<file path="config.mk">
export PLATFORM = sky130hd
export DESIGN_NAME = dps_engine_flat
export DESIGN_NICKNAME = d
export VERILOG_FILES = /design/src/rtl/core/dps_pkg.sv /design/src/rtl/core/dps_cmd_if.sv /design/src/rtl/core/dps_result_if.sv /design/src/rtl/core/dps_engine.sv /design/src/flat_wrapper.sv
export VERILOG_INCLUDE_DIRS = /design/src /design/src/rtl/core
export SDC_FILE = /design/constraint.sdc
export NUM_CORES = 1
export LEC_CHECK = 0
export BUFFER_PORTS_ARGS = -buffer_cell sky130_fd_sc_hd__buf_2
export CELL_PAD_IN_SITES_DETAIL_PLACEMENT = 1
export CELL_PAD_IN_SITES_GLOBAL_PLACEMENT = 2
export CORE_ASPECT_RATIO = 1.75
export CORE_UTILIZATION = 28
export CTS_CLUSTER_DIAMETER = 120
export DETAILED_ROUTE_END_ITERATION = 6
export GPL_ROUTABILITY_DRIVEN = 0
export PLACE_DENSITY = 0.61
export RECOVER_POWER = 50
export SYNTH_ARGS = -nofsm -noshare
export SYNTH_HDL_FRONTEND = slang
export SYNTH_SLANG_ARGS = --single-unit
</file>
<file path="constraint.sdc">
create_clock -name clk -period 5.8 [get_ports clk]
set_input_delay 1.16 -clock clk [delete_from_list [all_inputs] [get_ports clk]]
set_output_delay 1.16 -clock clk [all_outputs]
set_load 0.05 [all_outputs]
</file>
<file path="src/rtl/core/assert_macros.svh">
// ---------------------------------------------------------------------------
// Assertion macros shared by the spanning tree RTL
// ---------------------------------------------------------------------------
`ifndef ASSERT_MACROS_SVH
`define ASSERT_MACROS_SVH

// Property checked at every rising edge, disabled while reset is asserted
`define DPS_ASSERT(lbl, clk, rst_n, prop, msg) \
	lbl: assert property (@(posedge clk) disable iff (!rst_n) (prop)) else $error(msg);

// Implication checked at every rising edge, disabled while reset is asserted
`define DPS_ASSERT_IMP(lbl, clk, rst_n, ante, cons, msg) \
	lbl: assert property (@(posedge clk) disable iff (!rst_n) (ante) |-> (cons)) else $error(msg);

`endif

</file>
<file path="src/rtl/core/dps_pkg.sv">
// ---------------------------------------------------------------------------
// dps_pkg - shared types and constants of the dense Prim spanning tree
// Widths of the item fields, command and register codes, FSM states.
// ---------------------------------------------------------------------------
package dps_pkg;

	// default matrix dimension
	localparam int MAX_VERTICES_DEF = 32;
	// largest vertex count a run can use (result item limit)
	localparam int RESULT_LIMIT = 32;

	// field widths
	localparam int VTX_W   = 5;
	localparam int CNT_W   = 6;
	localparam int WGT_W   = 10;
	localparam int TOTAL_W = 15;
	localparam int CFG_W   = 6;

	// stored weight at or above this value, or zero, means no edge
	localparam logic [WGT_W-1:0] NO_EDGE = 10'd1000;

	// command kinds
	localparam logic KIND_WRITE = 1'b0;
	localparam logic KIND_RUN   = 1'b1;

	// configuration register indexes
	localparam logic CFG_VERTEX_COUNT = 1'b0;
	localparam logic CFG_START_VERTEX = 1'b1;

	// sequencer states
	typedef enum logic [2:0] {
		ST_IDLE,
		ST_WR2,
		ST_PASS,
		ST_DRAIN,
		ST_EMIT,
		ST_TOTAL
	} state_t;

	// one result item
	typedef struct packed {
		logic [VTX_W-1:0]   vertex;
		logic [WGT_W-1:0]   edge_cost;
		logic [TOTAL_W-1:0] total_cost;
		logic               is_total;
		logic               disconnected;
		logic               last;
	} result_item_t;

	// map a stored weight to its link cost
	function automatic logic [WGT_W-1:0] link_value(input logic [WGT_W-1:0] w);
		link_value = (w == '0 || w >= NO_EDGE) ? NO_EDGE : w;
	endfunction

endpackage

</file>
<file path="src/rtl/core/dps_cmd_if.sv">
// ---------------------------------------------------------------------------
// dps_cmd_if - command channel
// Carries edge weight writes and run requests with a valid/ready handshake.
// ---------------------------------------------------------------------------
interface dps_cmd_if;
	logic                        valid;
	logic                        ready;
	logic                        kind;
	logic [dps_pkg::VTX_W-1:0]   row;
	logic [dps_pkg::VTX_W-1:0]   col;
	logic [dps_pkg::WGT_W-1:0]   weight;

	modport source (output valid, kind, row, col, weight, input ready);
	modport sink   (input valid, kind, row, col, weight, output ready);
endinterface

</file>
<file path="src/rtl/core/dps_result_if.sv">
// ---------------------------------------------------------------------------
// dps_result_if - result channel
// Carries added vertices and the closing total with a valid/ready handshake.
// ---------------------------------------------------------------------------
interface dps_result_if;
	logic                         valid;
	logic                         ready;
	logic [dps_pkg::VTX_W-1:0]    vertex;
	logic [dps_pkg::WGT_W-1:0]    edge_cost;
	logic [dps_pkg::TOTAL_W-1:0]  total_cost;
	logic                         is_total;
	logic                         disconnected;
	logic                         last;

	modport source (output valid, vertex, edge_cost, total_cost, is_total, disconnected, last,
		input ready);
	modport sink   (input valid, vertex, edge_cost, total_cost, is_total, disconnected, last,
		output ready);
endinterface

</file>
<file path="src/rtl/core/dps_engine.sv">
// ---------------------------------------------------------------------------
// dps_engine - Prim sequencer
// Scans the best link cost memory once per added vertex plus a closing pass,
// merging the relaxation of the new vertex's row with the search for the next pick.
// ---------------------------------------------------------------------------
`include "assert_macros.svh"

module dps_engine #(
	parameter int MAX_VERTICES = dps_pkg::MAX_VERTICES_DEF
) (
	input  logic                              clk,
	input  logic                              arst_n,
	dps_cmd_if.sink                           cmd,
	dps_result_if.source                      result,
	input  logic [dps_pkg::CNT_W-1:0]         vertex_count,
	input  logic [dps_pkg::VTX_W-1:0]         start_vertex,
	input  logic                              clr_busy,
	output logic                              mat_we,
	output logic [2*$clog2(MAX_VERTICES)-1:0] mat_waddr,
	output logic [dps_pkg::WGT_W-1:0]         mat_wdata,
	output logic [2*$clog2(MAX_VERTICES)-1:0] mat_raddr,
	input  logic [dps_pkg::WGT_W-1:0]         mat_rdata
);

	localparam int VW   = $clog2(MAX_VERTICES);
	localparam int NMAX = (MAX_VERTICES < dps_pkg::RESULT_LIMIT) ?
		MAX_VERTICES : dps_pkg::RESULT_LIMIT;

	dps_pkg::state_t state_q, state_d;

	// best link cost memory
	logic [dps_pkg::WGT_W-1:0] bmem [MAX_VERTICES];
	logic [dps_pkg::WGT_W-1:0] b_rdata;
	logic                      b_re;

	// run state
	logic [MAX_VERTICES-1:0]       in_tree_q;
	logic [dps_pkg::CNT_W-1:0]     n_q;
	logic [dps_pkg::CNT_W-1:0]     iss_q;
	logic [dps_pkg::CNT_W-1:0]     cnt_q;
	logic [VW-1:0]                 row_q;
	logic                          init_q;
	logic [dps_pkg::WGT_W-1:0]     best_q;
	logic [VW-1:0]                 pick_q;
	logic                          found_q;
	logic [dps_pkg::TOTAL_W-1:0]   total_q;

	// second half of an edge write
	logic [VW-1:0]                 wr_row_q;
	logic [VW-1:0]                 wr_col_q;
	logic [dps_pkg::WGT_W-1:0]     wr_w_q;
	logic                          wr_ok_q;

	// scan stage 1
	logic                          v_s1;
	logic [VW-1:0]                 idx_s1;
	logic                          init_s1;

	// output register
	dps_pkg::result_item_t         out_q;
	logic                          out_valid_q;

	// index conversions
	logic [31:0]                   iss_w, row_w, col_w, start_w, pick_w;
	logic [VW-1:0]                 iss_idx, cmd_row_v, cmd_col_v, start_idx;
	logic [dps_pkg::CNT_W-1:0]     n_eff;
	logic                          start_ok, wr_ok, cmd_fire, out_free, last_iss;
	logic                          load_vtx, load_tot;

	// stage 1 relaxation
	logic [dps_pkg::WGT_W-1:0]     e_s1, old_s1, new_s1;
	logic                          it_s1, better_s1;

	assign iss_w     = 32'(iss_q);
	assign row_w     = 32'(cmd.row);
	assign col_w     = 32'(cmd.col);
	assign start_w   = 32'(start_vertex);
	assign pick_w    = 32'(pick_q);
	assign iss_idx   = iss_w[VW-1:0];
	assign cmd_row_v = row_w[VW-1:0];
	assign cmd_col_v = col_w[VW-1:0];
	assign start_idx = start_w[VW-1:0];

	// effective vertex count: zero counts as one, saturate at the limit
	always_comb begin
		n_eff = (vertex_count == '0) ? dps_pkg::CNT_W'(1) : vertex_count;
		if (n_eff > dps_pkg::CNT_W'(NMAX)) begin
			n_eff = dps_pkg::CNT_W'(NMAX);
		end
	end

	assign start_ok = {1'b0, start_vertex} < n_eff;
	assign wr_ok    = (row_w < 32'(MAX_VERTICES)) && (col_w < 32'(MAX_VERTICES));
	assign cmd_fire = cmd.valid && cmd.ready;
	assign out_free = !out_valid_q || result.ready;
	assign last_iss = (iss_q == n_q - 1'b1);

	// relax entry against the row of the vertex just added, track minimum
	always_comb begin
		e_s1      = dps_pkg::link_value(mat_rdata);
		old_s1    = init_s1 ? dps_pkg::NO_EDGE : b_rdata;
		it_s1     = in_tree_q[idx_s1];
		new_s1    = (!it_s1 && e_s1 < old_s1) ? e_s1 : old_s1;
		better_s1 = v_s1 && !it_s1 && (new_s1 < best_q);
	end

	// next state
	always_comb begin
		state_d = state_q;
		unique case (state_q)
			dps_pkg::ST_IDLE: begin
				if (cmd_fire) begin
					if (cmd.kind == dps_pkg::KIND_WRITE) begin
						state_d = dps_pkg::ST_WR2;
					end else if (start_ok) begin
						state_d = dps_pkg::ST_PASS;
					end else begin
						state_d = dps_pkg::ST_TOTAL;
					end
				end
			end
			dps_pkg::ST_WR2:   state_d = dps_pkg::ST_IDLE;
			dps_pkg::ST_PASS: begin
				if (last_iss) begin
					state_d = dps_pkg::ST_DRAIN;
				end
			end
			dps_pkg::ST_DRAIN: state_d = dps_pkg::ST_EMIT;
			dps_pkg::ST_EMIT: begin
				if (!found_q) begin
					state_d = dps_pkg::ST_TOTAL;
				end else if (out_free) begin
					state_d = dps_pkg::ST_PASS;
				end
			end
			dps_pkg::ST_TOTAL: begin
				if (out_free) begin
					state_d = dps_pkg::ST_IDLE;
				end
			end
			default: state_d = dps_pkg::ST_IDLE;
		endcase
	end

	// outputs of the sequencer
	always_comb begin
		cmd.ready = 1'b0;
		mat_we    = 1'b0;
		mat_waddr = {cmd_row_v, cmd_col_v};
		mat_wdata = cmd.weight;
		mat_raddr = {row_q, iss_idx};
		b_re      = 1'b0;
		load_vtx  = 1'b0;
		load_tot  = 1'b0;
		unique case (state_q)
			dps_pkg::ST_IDLE: begin
				cmd.ready = !clr_busy;
				mat_we    = cmd.valid && !clr_busy &&
					(cmd.kind == dps_pkg::KIND_WRITE) && wr_ok;
			end
			dps_pkg::ST_WR2: begin
				mat_we    = wr_ok_q;
				mat_waddr = {wr_col_q, wr_row_q};
				mat_wdata = wr_w_q;
			end
			dps_pkg::ST_PASS:  b_re = 1'b1;
			dps_pkg::ST_DRAIN: ;
			dps_pkg::ST_EMIT:  load_vtx = found_q && out_free;
			dps_pkg::ST_TOTAL: load_tot = out_free;
			default: ;
		endcase
	end

	// best link cost storage
	always_ff @(posedge clk) begin
		if (v_s1) begin
			bmem[idx_s1] <= new_s1;
		end
		if (b_re) begin
			b_rdata <= bmem[iss_idx];
		end
	end

	// edge write holding registers
	always_ff @(posedge clk) begin
		if (cmd_fire) begin
			wr_row_q <= cmd_row_v;
			wr_col_q <= cmd_col_v;
			wr_w_q   <= cmd.weight;
		end
	end

	// sequencer registers
	always_ff @(posedge clk or negedge arst_n) begin
		if (!arst_n) begin
			state_q   <= dps_pkg::ST_IDLE;
			in_tree_q <= '0;
			n_q       <= dps_pkg::CNT_W'(1);
			iss_q     <= '0;
			cnt_q     <= '0;
			row_q     <= '0;
			init_q    <= 1'b0;
			best_q    <= dps_pkg::NO_EDGE;
			pick_q    <= '0;
			found_q   <= 1'b0;
			total_q   <= '0;
			wr_ok_q   <= 1'b0;
			v_s1      <= 1'b0;
			idx_s1    <= '0;
			init_s1   <= 1'b0;
		end else begin
			state_q <= state_d;
			v_s1    <= b_re;
			idx_s1  <= iss_idx;
			init_s1 <= init_q;

			// command taken in idle: mirrored write check, run start
			if (state_q == dps_pkg::ST_IDLE && cmd_fire) begin
				wr_ok_q <= wr_ok;
				if (cmd.kind == dps_pkg::KIND_RUN) begin
					n_q       <= n_eff;
					total_q   <= '0;
					iss_q     <= '0;
					best_q    <= dps_pkg::NO_EDGE;
					found_q   <= 1'b0;
					init_q    <= 1'b1;
					row_q     <= start_idx;
					if (start_ok) begin
						in_tree_q <= MAX_VERTICES'(1) << start_idx;
						cnt_q     <= dps_pkg::CNT_W'(1);
					end else begin
						in_tree_q <= '0;
						cnt_q     <= '0;
					end
				end
			end

			// issue counter
			if (b_re) begin
				iss_q <= last_iss ? '0 : iss_q + 1'b1;
			end

			// running minimum over the pass
			if (better_s1) begin
				best_q  <= new_s1;
				pick_q  <= idx_s1;
				found_q <= 1'b1;
			end

			// take the picked vertex into the tree, start the next pass
			if (load_vtx) begin
				in_tree_q[pick_q] <= 1'b1;
				cnt_q   <= cnt_q + 1'b1;
				total_q <= total_q + dps_pkg::TOTAL_W'(best_q);
				row_q   <= pick_q;
				init_q  <= 1'b0;
				best_q  <= dps_pkg::NO_EDGE;
				found_q <= 1'b0;
			end
		end
	end

	// output register
	always_ff @(posedge clk or negedge arst_n) begin
		if (!arst_n) begin
			out_valid_q <= 1'b0;
		end else if (load_vtx || load_tot) begin
			out_valid_q <= 1'b1;
		end else if (result.ready) begin
			out_valid_q <= 1'b0;
		end
	end

	always_ff @(posedge clk) begin
		if (load_vtx) begin
			out_q <= '{vertex: pick_w[dps_pkg::VTX_W-1:0], edge_cost: best_q,
				total_cost: '0, is_total: 1'b0, disconnected: 1'b0, last: 1'b0};
		end else if (load_tot) begin
			out_q <= '{vertex: '0, edge_cost: '0, total_cost: total_q,
				is_total: 1'b1, disconnected: (cnt_q < n_q), last: 1'b1};
		end
	end

	assign result.valid        = out_valid_q;
	assign result.vertex       = out_q.vertex;
	assign result.edge_cost    = out_q.edge_cost;
	assign result.total_cost   = out_q.total_cost;
	assign result.is_total     = out_q.is_total;
	assign result.disconnected = out_q.disconnected;
	assign result.last         = out_q.last;

	`DPS_ASSERT_IMP(a_pick_new, clk, arst_n, state_q == dps_pkg::ST_EMIT && found_q, !in_tree_q[pick_q], "picked vertex already in tree")
	`DPS_ASSERT_IMP(a_count_bound, clk, arst_n, state_q != dps_pkg::ST_IDLE, cnt_q <= n_q, "tree larger than vertex count")
	`DPS_ASSERT_IMP(a_load_free, clk, arst_n, load_vtx || load_tot, !out_valid_q || result.ready, "result overwritten")
	`DPS_ASSERT_IMP(a_s1_from_pass, clk, arst_n, v_s1, $past(state_q) == dps_pkg::ST_PASS, "scan stage without issue")

endmodule

</file>
<file path="src/flat_wrapper.sv">
// flat-port wrapper written by rule: the top's interface ports become plain ports
module dps_engine_flat 
#(
	parameter int MAX_VERTICES = dps_pkg::MAX_VERTICES_DEF
)
  (clk, arst_n, vertex_count, start_vertex, clr_busy, mat_we, mat_waddr, mat_wdata, mat_raddr, mat_rdata, cmd_valid, cmd_kind, cmd_row, cmd_col, cmd_weight, cmd_ready, result_valid, result_vertex, result_edge_cost, result_total_cost, result_is_total, result_disconnected, result_last, result_ready);
  dps_cmd_if cmd_i ();
  dps_result_if result_i ();
  input  logic clk;
  input  logic arst_n;
  input  logic [dps_pkg::CNT_W-1:0] vertex_count;
  input  logic [dps_pkg::VTX_W-1:0] start_vertex;
  input  logic clr_busy;
  output logic mat_we;
  output logic [2*$clog2(MAX_VERTICES)-1:0] mat_waddr;
  output logic [dps_pkg::WGT_W-1:0] mat_wdata;
  output logic [2*$clog2(MAX_VERTICES)-1:0] mat_raddr;
  input  logic [dps_pkg::WGT_W-1:0] mat_rdata;
  input wire logic [$bits(cmd_i.valid)-1:0] cmd_valid;
  input wire logic [$bits(cmd_i.kind)-1:0] cmd_kind;
  input wire logic [$bits(cmd_i.row)-1:0] cmd_row;
  input wire logic [$bits(cmd_i.col)-1:0] cmd_col;
  input wire logic [$bits(cmd_i.weight)-1:0] cmd_weight;
  output wire logic [$bits(cmd_i.ready)-1:0] cmd_ready;
  output wire logic [$bits(result_i.valid)-1:0] result_valid;
  output wire logic [$bits(result_i.vertex)-1:0] result_vertex;
  output wire logic [$bits(result_i.edge_cost)-1:0] result_edge_cost;
  output wire logic [$bits(result_i.total_cost)-1:0] result_total_cost;
  output wire logic [$bits(result_i.is_total)-1:0] result_is_total;
  output wire logic [$bits(result_i.disconnected)-1:0] result_disconnected;
  output wire logic [$bits(result_i.last)-1:0] result_last;
  input wire logic [$bits(result_i.ready)-1:0] result_ready;
  assign cmd_i.valid = cmd_valid;
  assign cmd_i.kind = cmd_kind;
  assign cmd_i.row = cmd_row;
  assign cmd_i.col = cmd_col;
  assign cmd_i.weight = cmd_weight;
  assign cmd_ready = cmd_i.ready;
  assign result_valid = result_i.valid;
  assign result_vertex = result_i.vertex;
  assign result_edge_cost = result_i.edge_cost;
  assign result_total_cost = result_i.total_cost;
  assign result_is_total = result_i.is_total;
  assign result_disconnected = result_i.disconnected;
  assign result_last = result_i.last;
  assign result_i.ready = result_ready;
  dps_engine #(.MAX_VERTICES(MAX_VERTICES)) u_core (.clk(clk), .arst_n(arst_n), .cmd(cmd_i), .result(result_i), .vertex_count(vertex_count), .start_vertex(start_vertex), .clr_busy(clr_busy), .mat_we(mat_we), .mat_waddr(mat_waddr), .mat_wdata(mat_wdata), .mat_raddr(mat_raddr), .mat_rdata(mat_rdata));
endmodule
</file>
Word level (Yosys, flattened, before mapping)
Memories as Yosys holds them, arrays and structs flattened. A register that Yosys moved wholly into a read port is not among the register bits.
Cells that the tools add are included.

word-level totals
  bits in registers = 151
  memory bits (writable) = 320
  input port bits = 47
  output and inout bits = 66
  memories = 1

memory list
  name         words  bits a word  read ports  clocked after Yosys merged registers in  write ports  line              source
  u_core.bmem  32     10           1           1                                        1            dps_engine.sv:32  logic [dps_pkg::WGT_W-1:0] bmem [MAX_VERTICES];

operators by class
  add/sub/neg operators = 4
  magnitude comparators = 11
  equality and inequality tests = 10
  shift operators = 1
  muxes and demuxes = 59
  bitwise gates (word level) = 2
  reduce and logical (&&, ||, !) cells = 33

operators with widths
  operator                                                               count
  32-bit two-way mux                                                     4
  10-bit two-way mux                                                     9
  33-bit two-way mux                                                     2
  6-bit two-way mux                                                      9
  15-bit two-way mux                                                     3
  32-bit OR                                                              1
  1-bit by 5-bit << shifter with 32-bit output (first input constant)    1
  5-bit by 6-bit < comparator with 1-bit output (second input constant)  4
  3-bit two-way mux                                                      7
  10-bit < comparator                                                    2
  1-bit two-way mux                                                      18
  15-bit by 10-bit adder with 15-bit output                              1
  5-bit two-way mux                                                      3
  3-bit case mux with 5 select lines                                     1
  6-bit by 1-bit adder with 6-bit output (second input constant)         2
  2-bit nonzero test                                                     6
  1-bit logical AND                                                      11
  10-bit >= comparator (second input constant)                           1
  10-bit zero test                                                       1
  2-bit AND reduction                                                    4
  3-bit by 2-bit == test with 1-bit output (second input constant)       2
  3-bit == test (second input constant)                                  2
  6-bit == test                                                          1
  6-bit > comparator (second input constant)                             1
  other kinds (17)                                                       24

Logic depth before layout (Yosys ltp)
Gate-level depths: netlist of run 1.

  depth in word-level cells = 10
  mapped depth = 23
  mapped depth without buffers = 20

Worst setup path after synthesis of run 1
OpenSTA, ideal clock, no wires.

  path type = in2out
  start = in clr_busy
  end = out mat_we
  arrival = 4.872 ns
  data required time = 4.640 ns
  path slack = -0.232 ns
  stages on the path = 5
  buffers on the path = 1
  cells stage by stage = nor4_1 -> and2_1 -> clkbuf_1 -> a22oi_1 -> nor3_1

between the ends
  word-level cells in the longest chain between the ends = 5

RTL lines
  what                                line                source
  start: declaration                  flat_wrapper.sv:13  input logic clr_busy;
  1-bit zero test                     dps_engine.sv:158   mat_we = cmd.valid && !clr_busy &&
  1-bit logical AND (2 in series)     dps_engine.sv:158
  1-bit logical AND                   dps_engine.sv:159   (cmd.kind == dps_pkg::KIND_WRITE) && wr_ok;
  1-bit case mux with 2 select lines  dps_engine.sv:155   unique case (state_q)
  end: declaration                    flat_wrapper.sv:14  output logic mat_we;

No other way between the ends.

Final worst setup path of run 1
  start = in mat_rdata[8] in the netlist's numbering
  end = reg u_core.pick_q[2]

between the ends
  word-level cells in the longest chain between the ends = 8
  elaborated cells between the ends (all ways) = 9
  those cells by class = 3 x order compare; 2 x mux; 4 x reduce/logical

RTL lines
  what                                                      line                source
  start: declaration                                        flat_wrapper.sv:18  input logic [dps_pkg::WGT_W-1:0] mat_rdata;
  10-bit >= comparator or 10-bit zero test (tied branches)  dps_pkg.sv:52       link_value = (w == '0 || w >= NO_EDGE) ? NO_EDGE : w;
  1-bit logical OR                                          dps_pkg.sv:52
  10-bit two-way mux (*)                                    dps_pkg.sv:52
  10-bit < comparator                                       dps_engine.sv:103   new_s1 = (!it_s1 && e_s1 < old_s1) ? e_s1 : old_s1;
  1-bit logical AND                                         dps_engine.sv:103
  10-bit two-way mux (*)                                    dps_engine.sv:103
  named net u_core.new_s1, one bit                          dps_engine.sv:71    logic [dps_pkg::WGT_W-1:0] e_s1, old_s1, new_s1;
  10-bit < comparator (*)                                   dps_engine.sv:104   better_s1 = v_s1 && !it_s1 && (new_s1 < best_q);
  1-bit logical AND (*)                                     dps_engine.sv:104
  end signal: assignment                                    dps_engine.sv:246   pick_q <= idx_s1;
  end: declaration                                          dps_engine.sv:44    logic [VW-1:0] pick_q;

Mark *: on every way through the listed nets, which the timed path passes. The rest lies on a longest branch.
A chain may end at the register's enable or synchronous reset.

==> results.tsv, run 1 <==
metric	value	unit
core region area	0.0738	sq mm
Max Root-Sink Buffers	3	
R2R Path End	u_core.total_q[14]$_DFFE_PN0P_	
hold path startpoint	u_core.init_q$_DFFE_PN0P_	
endpoints failing hold	0	
cts hold-fix bufs	0	
Mean Syn Cell Area	15.3	sq um
final net count	1558	
hold path depth	0	
Clock Tree Root	clkbuf_16	
Worst Path Required	6270	ps
Synth async-reset ratio	20.6	%
final hold slack	393	ps
Setup Viol. Count Final	0	
Worst R2R Path Depth	6	
DRC violations left	0	
max frequency	0.202	GHz
Total GRT Usage	14.9	%
P&R area growth vs syn	14.3	%
register share of total power	42.3	%
Initial Utilization	28.2	%
Pint	7.69	mW
Hold EP	u_core.init_s1$_DFF_PN0_	
multi-input logic area	0.00657	sq mm
clock share of power	25.1	%
WP data arrival	5420	ps
Post-CTS Setup Inserts	0	
largest net degree at the start of global routing	63	
H-tree Lvls	2	
die width	208	um
sequential share of the synthesized area	66.1	%
failing checks	max-capacitance violations, max-slew violations	
FILL cells	7684	
worst min path class	reg2reg	
Die ar.	0.0756	sq mm
number of global-route vias before repair	13200	
Setup Skew	37.0	ps
R2R setup slack	1020	ps
Slew Limit Headroom	-138	%
mapped cell area	0.0208	sq mm
clock tree sinks	481	
reg2reg start	u_core.state_q[1]$_DFFE_PN0P_	
Port Buffers	112	
synthesized net count	1449	
crit path capture type	flip-flop	
# Max-Cap Violations	11	
post-CTS sizing	0	
Gate power share	32.6	%
setup TNS after final layout	0	ps
Synth warnings	0	
Via density	4.96	
CP max FO	7	
GRT Residual Overflow	0	
crit share post-route	85.4	%
CTS tree	yes	
highest-count cells in the layout ignoring fill and taps	edfxtp_1 (365), mux4_2 (104), nand2_1 (96)	
Setup Crit Path Kind	in2reg	
Final Core Density	32.3	%
Yosys cell types	69	
final slew viol count	364	
Worst IR Drop VDD	0.000214	V
most common cell after layout, fill and taps aside	edfxtp_1	
Pleak	8.27	nW
Reg clk slew, reported paths	60	ps
DR iter-0 viols	659	
pin slew with the least headroom to its limit	3560	ps
Yosys reg bits	481	
global-route wire length before repair	85.3	mm
CTS buffer count	46	
insertion delay to the later sink of the worst-skew pair	600	ps
iteration count of the initial detailed-routing pass	4	
WL per Instance	22.9	um
post-route ant nets	0	
ys flop type	edfxtp_1	
vias post-DR	12100	
NetSw	4.24	mW
Tmin final	4950	ps
share of cells above drive strength 1	20.7	%
initial antenna violation count	0	
Net Sw Frac	35.6	%
# rows	132	
drt total wl	56.0	mm
startpoint types	primary input	
Post-Synthesis Cells	1361	
io pins	113	
Die Y	363	um
Power Density	500	mW/mm^2
outcome	complete, but fails checks	
Post-DP HPWL	39.1	mm
RSZ-0062 raised after global routing	no	
Sequential cell area	0.0138	sq mm
Post-synth EDFFs	365	
-- worst max path at each step --
| stage | from | end | slack (ps) |
|---|---|---|---|
| final | mat_rdata[8] | u_core.pick_q[2]$_DFFE_PN0N_ | 850 |
| after global placement | mat_rdata[8] | u_core.pick_q[3]$_DFFE_PN0N_ | 310 |
| after detailed placement | mat_rdata[8] | u_core.pick_q[2]$_DFFE_PN0N_ | 270 |
| after global routing | mat_rdata[8] | u_core.best_q[1]$_DFFE_PN0P_ | 480 |
| after floorplan | mat_rdata[8] | u_core.pick_q[0]$_DFFE_PN0N_ | 200 |
| after CTS | mat_rdata[8] | u_core.pick_q[2]$_DFFE_PN0N_ | 900 |
-- per-stage QoR --
stage / cells / power, mW / instance area, sq um / setup slack (ps)
after floorplan: 1361 / 7.66 / 20900 / 200
after global placement: 2360 / 8.98 / 22500 / 310
after detailed placement: 2360 / 9.11 / 22500 / 274
after CTS: 2444 / 12.1 / 24000 / 904
after global routing: 2444 / 12.6 / 23800 / 476
final: 2445 / 11.9 / 23800 / 848
-- critical path: stages --
cell       delay, ps
buf_2            110
nor4_1           290
and3_1           220
nor2_1           120
nand2_1          140
inv_1             60
ha_1             190
a211oi_1         230
nor2_1            80
o31a_1           310
a211o_1          370
buf_4            190
o21ai_0          220
and2_1           210
ha_1             250
nor2b_1          130
o21ai_0          120
and4bb_2         260
o2111ai_1        160
o21a_4           280
mux2_4           310
-- final cells by class --
type	instances	share of cell area (%)
Multi-Input combinational cell	760	27.6
Antenna cell	1	0.0105
Sequential cell	481	57.8
Tap cell	938	4.92
Inverter	38	0.598
Clock inverter	27	0.997
Clock buffer	57	5.17
Timing Repair Buffer	143	2.91
-- synth_stat cells (all sizes together), types with 4 or more instances --
cell type	instances	share of area (%)
edfxtp	365	53
mux4	104	11
nand2	96	1.7
dfrtp	92	11
o21ai	79	1.9
nor2	74	1.3
clkbuf	54	0.97
nand3	47	1.1
a21oi	41	1.0
ha	40	2.4
inv	38	0.68
mux2	36	2.0
a22oi	33	1.2
buf	28	0.73
nor3	28	0.67
mux2i	21	1.0
dfxtp	17	1.6
and2	14	0.42
a21o	12	0.43
and3	11	0.33
nand2b	11	0.33
nand4	10	0.30
nor2b	8	0.24
nor3b	8	0.29
or2	8	0.24
dfstp	7	0.88
xnor2	7	0.29
xor2	6	0.25
nand3b	5	0.18
nor4	5	0.15
o211ai	5	0.18
a211oi	4	0.17
nand4b	4	0.17
o31ai	4	0.14
-- power by group through the flow --
stage,registers [mW],logic (mW),clock network (mW)
3_3_place_gp,5.13,3.85,0
3_5_place_dp,5.15,3.95,0
2_1_floorplan,4.94,2.72,0
5_1_grt,5.13,4.24,3.19
6_report,5.05,3.89,2.99
4_1_cts,5.08,3.97,3.08
-- state kept, by name, indices dropped and copies added, names as in the netlist, 5 cells and up --
name                      count
u_core.b_rdata               10
u_core.best_q                10
u_core.bmem                 320
u_core.cnt_q                  6
u_core.idx_s1                 5
u_core.in_tree_q             32
u_core.iss_q                  6
u_core.n_q                    6
u_core.pick_q                 5
u_core.result.edge_cost      10
u_core.result.total_cost     15
u_core.result.vertex          5
u_core.row_q                  5
u_core.total_q               15
u_core.wr_col_q               5
u_core.wr_row_q               5
u_core.wr_w_q                10
-- kinds of logic after synthesis --
kind of cell	after synthesis	share of synthesized area [%]
AO/OA/AOI/OAI	205	6.21
flip-flops	481	66.1
XOR/XNOR	13	0.546
adder cells (fa/ha/maj)	41	2.50
buffers and inverters	120	2.38
AND/OR/NAND/NOR	340	7.96
multiplexers	161	14.3
-- routing by layer --
metal  GRT usage [%]  vias to the layer above  share of wire (%)
met5               0                        -                  0
met4            6.93                        0                4.2
met3            1.71                       94                3.0
met2            28.9                      259                 56
met1            16.0                     6294                 37
li1                -                     5490                  -
No activity file was read; power rests on OpenSTA's default activity.
==> inputs of run 2 (changes only) <==
--- a/config.mk
+++ b/config.mk
@@ -7,14 +7,14 @@
 export NUM_CORES = 1
 export LEC_CHECK = 0
 export BUFFER_PORTS_ARGS = -buffer_cell sky130_fd_sc_hd__buf_2
-export CELL_PAD_IN_SITES_DETAIL_PLACEMENT = 1
-export CELL_PAD_IN_SITES_GLOBAL_PLACEMENT = 2
+export CELL_PAD_IN_SITES_DETAIL_PLACEMENT = 0
+export CELL_PAD_IN_SITES_GLOBAL_PLACEMENT = 1
 export CORE_ASPECT_RATIO = 1.75
 export CORE_UTILIZATION = 28
 export CTS_CLUSTER_DIAMETER = 120
 export DETAILED_ROUTE_END_ITERATION = 6
 export GPL_ROUTABILITY_DRIVEN = 0
-export PLACE_DENSITY = 0.61
+export PLACE_DENSITY = 0.55
 export RECOVER_POWER = 50
 export SYNTH_ARGS = -nofsm -noshare
 export SYNTH_HDL_FRONTEND = slang
==> run 2 against run 1 <==
  * The flow still finishes with violations (max-capacitance violations, max-slew violations)
  * Die area unchanged
  * Power fell by 1.1%
  * Cell count shrank 0.53%
  * Flip-flop and latch count did not move
  * Worst setup slack worse by 200 ps
==> results.tsv, run 2 (same netlist as run 1, synthesis figures left out) <==
metric	value	unit	change
Top Layer Used	met4		
initial antenna violation count	0		unchanged
Reg clk slew, reported paths	70	ps	about the same
Max Root-Sink Buffers	3		unchanged
iteration count of the initial detailed-routing pass	5		+1
Metal-1 WL	19.8	mm	-4.6%
Power Density	497	mW/mm^2	-0.70%
drt total wl	53.9	mm	-3.7%
# rows	132		unchanged
Worst R2R Path Depth	9		+3
crit path capture type	flip-flop		
Total GRT Usage	14.3	%	-0.60 points
CTS tree	yes		
Initial Utilization	28.2	%	unchanged
global-route wire length before repair	81.2	mm	-4.7%
Routed met2 length	29.9	mm	-4.3%
Via density	4.89		-1.5%
FILL cells	7237		-5.8%
highest-count cells in the layout ignoring fill and taps	edfxtp_1 (365), mux4_2 (104), nand2_1 (96)		
CTS buffer count	44		-4.3%
final slew viol count	394		+8.2%
final std cells w/o fill	2432		-0.53%
outcome	complete, but fails checks		
WL per Instance	22.2	um	-3.2%
P&R area growth vs syn	13.9	%	
critical path depth	21		unchanged
Largest regs	u_core.bmem (320), u_core.in_tree_q (32)		
setup TNS after final layout	0	ps	unchanged
post-route ant nets	0		unchanged
die width	208	um	unchanged
# Max-Cap Violations	11		unchanged
DRC violations left	0		unchanged
Final WS setup	646	ps	-203 ps
cts hold-fix bufs	0		unchanged
pin slew with the least headroom to its limit	3530	ps	-33.2 ps
Slew Limit Headroom	-135	%	+2.2 points
hold path depth	0		unchanged
Reg with most FFs	u_core.bmem		
H-tree Lvls	2		unchanged
RSZ-0062 raised after global routing	no		
most common cell after layout, fill and taps aside	edfxtp_1		
# placed instances	2356		-0.17%
WL met3	1.69	mm	+2.2%
Worst path top cell family by delay	compound AO/OA/AOI/OAI gates		
Setup Crit Path Kind	in2reg		
Crit-path slowest cell	a211o_1		
share of cells above drive strength 1	20.4	%	-0.30 points
critical path, cell by cell	buf_2 > nor4_1 > and3_1 > nor2_1 > nand2_1 > inv_1 > ha_1 > a211oi_1 > nor2_1 > o31a_1 > a211o_1 > o21ai_0 > and2_1 > ha_1 > a21o_1 > nand3_1 > a21oi_1 > and4bb_2 > o2111ai_1 > o21a_4 > mux2_4		
Port Buffers	112		unchanged
Setup Skew	12.7	ps	-24.3 ps
crit share post-route	88.9	%	+3.5 points
startpoint types	primary input		
worst path buffer plus inverter count	2		-1
Pleak	8.23	nW	-0.48%
failing checks	max-capacitance violations, max-slew violations		
Die Y	363	um	unchanged
WP data arrival	5620	ps	+200 ps
Clock Tree Root	clkbuf_16		
worst slack at placement	125	ps	-149 ps
post-CTS sizing	0		unchanged
Setup Viol. Count Final	0		unchanged
Worst Path Required	6260	ps	about the same
endpoints failing hold	0		unchanged
Antenna Cells	0		-1
largest net degree at the start of global routing	61		-3.2%
number of global-route vias before repair	12600		-4.7%
Die ar.	0.0756	sq mm	unchanged
vias post-DR	11900		-2.0%
Worst IR Drop VDD	0.000209	V	-2.2%
max frequency	0.194	GHz	-3.9%
Final Core Density	32.2	%	-0.14 points
Tmin final	5150	ps	+203 ps
max reg flops	320		unchanged
DR iter-0 viols	831		+26%
clock tree sinks	481		unchanged
io pins	113		unchanged
Post-DP HPWL	37.5	mm	-4.2%
insertion delay to the later sink of the worst-skew pair	580	ps	-20 ps
GRT Residual Overflow	0		unchanged
core region area	0.0738	sq mm	unchanged
final net count	1552		-0.39%
Crit path largest cell delay	430	ps	+60 ps
CP max FO	11		+4
worst min path class	reg2reg		
Post-CTS Setup Inserts	0		unchanged
run 2: cell types whose count changed in the layout (fill, tap and decap cells not counted), sizes merged:
cell      change
inv           +1
bufinv        +2
clkinv        -6
clkinvlp      -3
clkbuf        -2
diode         -1
buf           -4
run 2: area by class of cell:
class | count | area [sq um] | share of cell area (%)
timing repair buffer | 139 | 669 | 2.82
inverter | 38 | 143 | 0.601
multi-input combinational | 760 | 6570 | 27.7
sequential | 481 | 13800 | 58.1
tap | 938 | 1170 | 4.94
clock buffer | 55 | 1160 | 4.90
clock inverter | 21 | 231 | 0.975
run 2: layer usage:
layer,up-vias,global-route usage (%)
met4,0,7.23
met2,248,28.0
met5,-,0
li1,5475,-
met3,74,1.74
met1,6093,14.8
run 2: report_power, final:
part	internal (mW)	switching, mW
Clock	1.61	1.28
Combinational	1.51	2.33
Sequential	4.55	0.524
run 2: worst reg2reg max path: stages (launching register included):
cell and delay [ps]:
dfrtp_1 520, nor4_1 520, and2_0 190, clkbuf_1 930, nand2_1 1310, clkbuf_2 710
nand2_1 320, o21ai_0 150, nand2_1 140, o21ai_0 80
run 2: worst paths after layout:
check | startpoint | to | slack [ps]
min in group asynchronous | arst_n | u_core.in_tree_q[1]$_DFF_PN0_ | 1800
hold reg to reg | u_core.init_q$_DFFE_PN0P_ | u_core.init_s1$_DFF_PN0_ | 400
max in group asynchronous | arst_n | u_core.total_q[4]$_DFFE_PN0P_ | 1490
hold / removal | u_core.init_q$_DFFE_PN0P_ | u_core.init_s1$_DFF_PN0_ | 400
setup reg to reg | u_core.state_q[0]$_DFFE_PN0P_ | u_core.cnt_q[3]$_DFFE_PN0P_ | 810
setup / recovery | mat_rdata[8] | u_core.pick_q[3]$_DFFE_PN0N_ | 650
run 2: metrics by stage:
step	area, sq um	hold WS, ps	power (mW)
finish	23700	404	11.8
global route	23700	428	12.4
CTS	23900	402	12.0
detailed placement	22500	364	9.07
global placement	22500	372	9.00
floorplan	20900	354	7.66
